==> config.mk <==
export PLATFORM = sky130hd
export DESIGN_NAME = cpg_mul
export DESIGN_NICKNAME = d
export VERILOG_FILES = /design/src/cpg_pkg.sv /design/src/cpg_mul.sv
export SDC_FILE = /design/constraint.sdc
export NUM_CORES = 2
export LEC_CHECK = 0
export ABC_CLOCK_PERIOD_IN_PS = 16300
export BUFFER_PORTS_ARGS = -buffer_cell sky130_fd_sc_hd__buf_2
export CAP_MARGIN = 20
export CORE_MARGIN = 2
export CORE_UTILIZATION = 50
export CTS_CLUSTER_DIAMETER = 40
export DETAILED_ROUTE_END_ITERATION = 10
export GPL_ROUTABILITY_DRIVEN = 0
export MAX_ROUTING_LAYER = met4
export PLACE_DENSITY = 0.66
export SYNTH_ARGS = -nofsm -noshare
export SYNTH_HDL_FRONTEND = slang
export SYNTH_SLANG_ARGS = --single-unit
==> constraint.sdc <==
create_clock -name clk -period 16.3 [get_ports clk]
set_input_delay 0 -clock clk [delete_from_list [all_inputs] [get_ports clk]]
set_output_delay 0 -clock clk [all_outputs]
set_load 0.05 [all_outputs]
==> src/cpg_pkg.sv <==
// Shared constants for the cation-pi geometry check: field widths,
// configuration register indexes and reset values, multiplier chunk size.
// No dependencies.
`default_nettype none

package cpg_pkg;

  localparam int COORD_BITS_DEF = 16;
  localparam int ORIENT_BITS    = 16;
  localparam int DIST_BITS      = 15;
  localparam int COS_BITS       = 16;
  localparam int OSQ_BITS       = 32;   // |o|^2 of a 16 bit vector
  localparam int ANGLE_SHIFT    = 30;   // Q1.15 squared against Q.22 squared
  localparam int MUL_CHUNK      = 24;   // partial product operand width

  localparam int CFG_IDX_BITS   = 2;
  localparam int CFG_DATA_BITS  = 16;
  localparam int OUT_DATA_BITS  = 8;

  localparam logic [CFG_IDX_BITS-1:0] CFG_MIN_DIST   = 2'd0;
  localparam logic [CFG_IDX_BITS-1:0] CFG_MAX_DIST   = 2'd1;
  localparam logic [CFG_IDX_BITS-1:0] CFG_COS_MAX    = 2'd2;
  localparam logic [CFG_IDX_BITS-1:0] CFG_AROM_FIRST = 2'd3;

  localparam logic [DIST_BITS-1:0] MIN_DIST_RST   = 15'd896;
  localparam logic [DIST_BITS-1:0] MAX_DIST_RST   = 15'd1408;
  localparam logic [COS_BITS-1:0]  COS_MAX_RST    = 16'd23170;
  localparam logic                 AROM_FIRST_RST = 1'b1;

endpackage

`default_nettype wire

==> src/cpg_mul.sv <==
// Two-stage unsigned multiplier: operands cut into MUL_CHUNK wide pieces,
// partial products registered, then shifted and summed into the result register.
// Depends on cpg_pkg.
`default_nettype none

module cpg_mul import cpg_pkg::*; #(
  parameter int AW = 32,
  parameter int BW = 32
) (
  input  wire logic          clk,
  input  wire logic          en,
  input  wire logic [AW-1:0] a,
  input  wire logic [BW-1:0] b,
  output logic [AW+BW-1:0]   p
);

  localparam int KA = (AW + MUL_CHUNK - 1) / MUL_CHUNK;
  localparam int KB = (BW + MUL_CHUNK - 1) / MUL_CHUNK;
  localparam int SW = (KA + KB) * MUL_CHUNK;

  logic [KA*MUL_CHUNK-1:0]  a_ext;
  logic [KB*MUL_CHUNK-1:0]  b_ext;
  logic [2*MUL_CHUNK-1:0]   pp_nxt [KA][KB];
  logic [2*MUL_CHUNK-1:0]   pp_r   [KA][KB];
  logic [SW-1:0]            sum_nxt;
  logic [AW+BW-1:0]         p_r;

  assign a_ext = (KA*MUL_CHUNK)'(a);
  assign b_ext = (KB*MUL_CHUNK)'(b);

  always_comb begin
    for (int i = 0; i < KA; i++) begin
      for (int j = 0; j < KB; j++) begin
        pp_nxt[i][j] = (2*MUL_CHUNK)'(a_ext[i*MUL_CHUNK +: MUL_CHUNK]) *
                       (2*MUL_CHUNK)'(b_ext[j*MUL_CHUNK +: MUL_CHUNK]);
      end
    end
  end

  always_comb begin
    sum_nxt = '0;
    for (int i = 0; i < KA; i++) begin
      for (int j = 0; j < KB; j++) begin
        sum_nxt = sum_nxt + (SW'(pp_r[i][j]) << (MUL_CHUNK * (i + j)));
      end
    end
  end

  always_ff @(posedge clk) begin
    if (en) begin
      pp_r <= pp_nxt;
      p_r  <= (AW+BW)'(sum_nxt);
    end
  end

  assign p = p_r;

endmodule

`default_nettype wire

==> metrics <==
status=completed; post-DR wirelength/cell=between 15 and 20 um; CP delay by family, top=adder cells; Routed Antenna Nets=0; initial antenna violation count=3; Die ar.=86100 um2; WS Path Type=primary input to flip-flop; Fin Setup TNS=0 ns; Worst Tran Pin Value=~1.2 ns; drt pass-1 iters=5; final period utilization=43.8%; Fin Clk Skew=about 0.024 ns; I/O Buffers=between 100 and 150; EDFF count, synth=approximately 190; Cell Area, Synth=41900 um2; share of layout cells above drive strength 1=~4.5%; area of the core=83300 um2; worst min-delay path class=primary input to flip-flop; via count=between 20k and 30k; DR iter-0 viols=around 1.9k; Hold Path Depth=1; setup bufs post-CTS=0; crit path launch type=primary input; global-route wire length before repair=between 150 and 200 mm; ys flop type=edfxtp_1; Syn-to-layout area delta=4.74%; drt drc=0; min Tclk post-route=around 7.1 ns; flops & latches, synth=around 190; Seq/Total Area, Yosys=13.8%; RSZ-0062 raised after global routing=no; hold_buf cts=0; Slew headroom=between 15 and 20%; final number of max-transition violations=0; Synth area leaders=fa_1, edfxtp_1, ha_1, inv_1, and2_1; post-DR vias/cell=between 5 and 6; number of max-cap violations=0; boundary pin count=130; most instantiated library cell after synthesis=inv_1; CTS sink count=approximately 190; adder-cell share of the synthesized area=about half; Synth area leader=fa_1; final count of hold timing violations=0; Die Span Y=approximately 290 um; Post-Syn Area per Cell=9.39 um2; Simple-Gate Fraction of Synth Area=16.0%; crit path buf inv count=6; number of global-route vias before repair=between 30k and 40k; Clock Latency Late Sink=~0.5 ns; CTS root buf=clkbuf_16; gr ovfl total=0; Crit path required time=16.55 ns; Syn Nets=about 5.7k; Multi-input gate area=roughly 32000 um2; slowest cell on the critical path=buf_2; Crit. End Element=flip-flop; Setup-failing EPs final=0; peak fanout along the critical path=32; fillers=between 7k and 8k; post-DP HPWL=between 70 and 80 mm; Initial Util=about half; Mapped Cells=~4.5k; f_max=~0.14 GHz; cell depth of the worst setup path=24; crit path DAT=7.38 ns; CTS buffer count=17; Post-CTS Resized=0; register area=between 5000 and 6000 um2; Clock transition at path regs=approximately 0.080 ns; Post-Synth XOR/XNOR Area=around 3.5%; cell chain of the critical path=buf_2 -> nand2_1 -> fa_1 -> inv_1 -> fa_1 -> inv_1 -> fa_1 -> inv_1 -> fa_1 -> fa_1 -> fa_1 -> inv_1 -> fa_1 -> inv_1 -> ha_1 -> a21oi_1 -> o21ai_0 -> or2_2 -> o211ai_1 -> a21oi_1 -> o2111ai_2 -> a311oi_2 -> a311o_1 -> xor2_1; FP Rows=~110; htree depth=4; ys async rst share=0%; most frequent cells after synthesis=inv_1, fa_1, nand2_1; Tot GR Track Use=~26%; top cell type's share of synthesized area=a little under two fifths; routed wire length=~100 mm; synth warn=0; largest net degree at the start of global routing=a little over 90; CP most frequent cell=fa_1; mux contribution to synthesized area=0.0478%; R2R cell count=22; fin nets=~5.7k; Worst path max stage delay=between 0.6 and 0.7 ns; Synth Area in Compound Gates=7.09%; CTS max path bufs=2; largest family of logic cells by synthesized area=adder cells; TritonCTS clock tree=done; library cells used by synthesis=70; Die Span X=~300 um
[sequential cells by signal (all words and copies together), names as in the netlist]
register / count
p: 64
pp_r: 128
[layout by cell type, fill, tap and decap left out, drive strengths merged, types with 18 or more instances in the layout]
| cell type | count |
|---|---|
| buf | 143 |
| nand3 | 36 |
| a21o | 65 |
| ha | 396 |
| xnor2 | 109 |
| o21a | 18 |
| nand2 | 602 |
| fa | 792 |
| and3 | 20 |
| nor2b | 20 |
| xor2 | 56 |
| clkbuf | 18 |
| o21ai | 93 |
| nor2 | 93 |
| a21oi | 140 |
| inv | 917 |
| and2 | 504 |
| edfxtp | 192 |
| o21bai | 21 |
| nor3 | 19 |
[kinds of logic (layout without fill, tap and decap cells)]
family,Yosys count,in the layout
AO/OA/AOI/OAI,448,448
XOR/XNOR,165,165
adder cells (fa/ha/maj),1188,1188
AND/OR/NAND/NOR,1352,1352
other,0,2
buffers and inverters,1114,1084
flip-flops,192,192
multiplexers,2,2
[through the flow]
step	hold slack (ns)	std cells	utilization (%)	cell area (um2)	setup WS [ns]
2_1_floorplan	0.112	4461	-	41900	9.82
3_3_place_gp	0.400	5479	51.9	43200	8.77
3_5_place_dp	0.406	5479	51.9	43200	8.74
4_1_cts	0.163	5511	52.7	43900	9.28
5_1_grt	0.203	5512	52.7	43900	8.91
6_report	0.151	5513	52.7	43900	9.16
[cell type report]
cell class / instances / area share (%)
multi-input combinational: 3155 / 72.8
sequential: 192 / 13.1
inverter: 908 / 7.77
tap: 1080 / 3.08
timing repair buffer: 144 / 1.75
clock buffer: 17 / 0.970
clock inverter: 15 / 0.476
antenna: 2 / 0.0114
[worst paths after layout]
path | from | endpoint | slack (ns)
setup / recovery | a[11] | pp_r[190] | 9.16
hold / removal | en | p[2] | 0.15
setup reg to reg | pp_r[168] | p[60] | 10.26
hold reg to reg | pp_r[161] | p[17] | 0.42
[layer usage]
metal	GRT usage (%)	part of all wire, %
met2	39.4	45
met3	4.27	7.3
met1	36.1	46
met4	5.94	1.8
met5	-	0
Power is left out: the tool's default activity adds up to more than one toggle a clock period on the data nets, which glitch-free logic cannot reach.
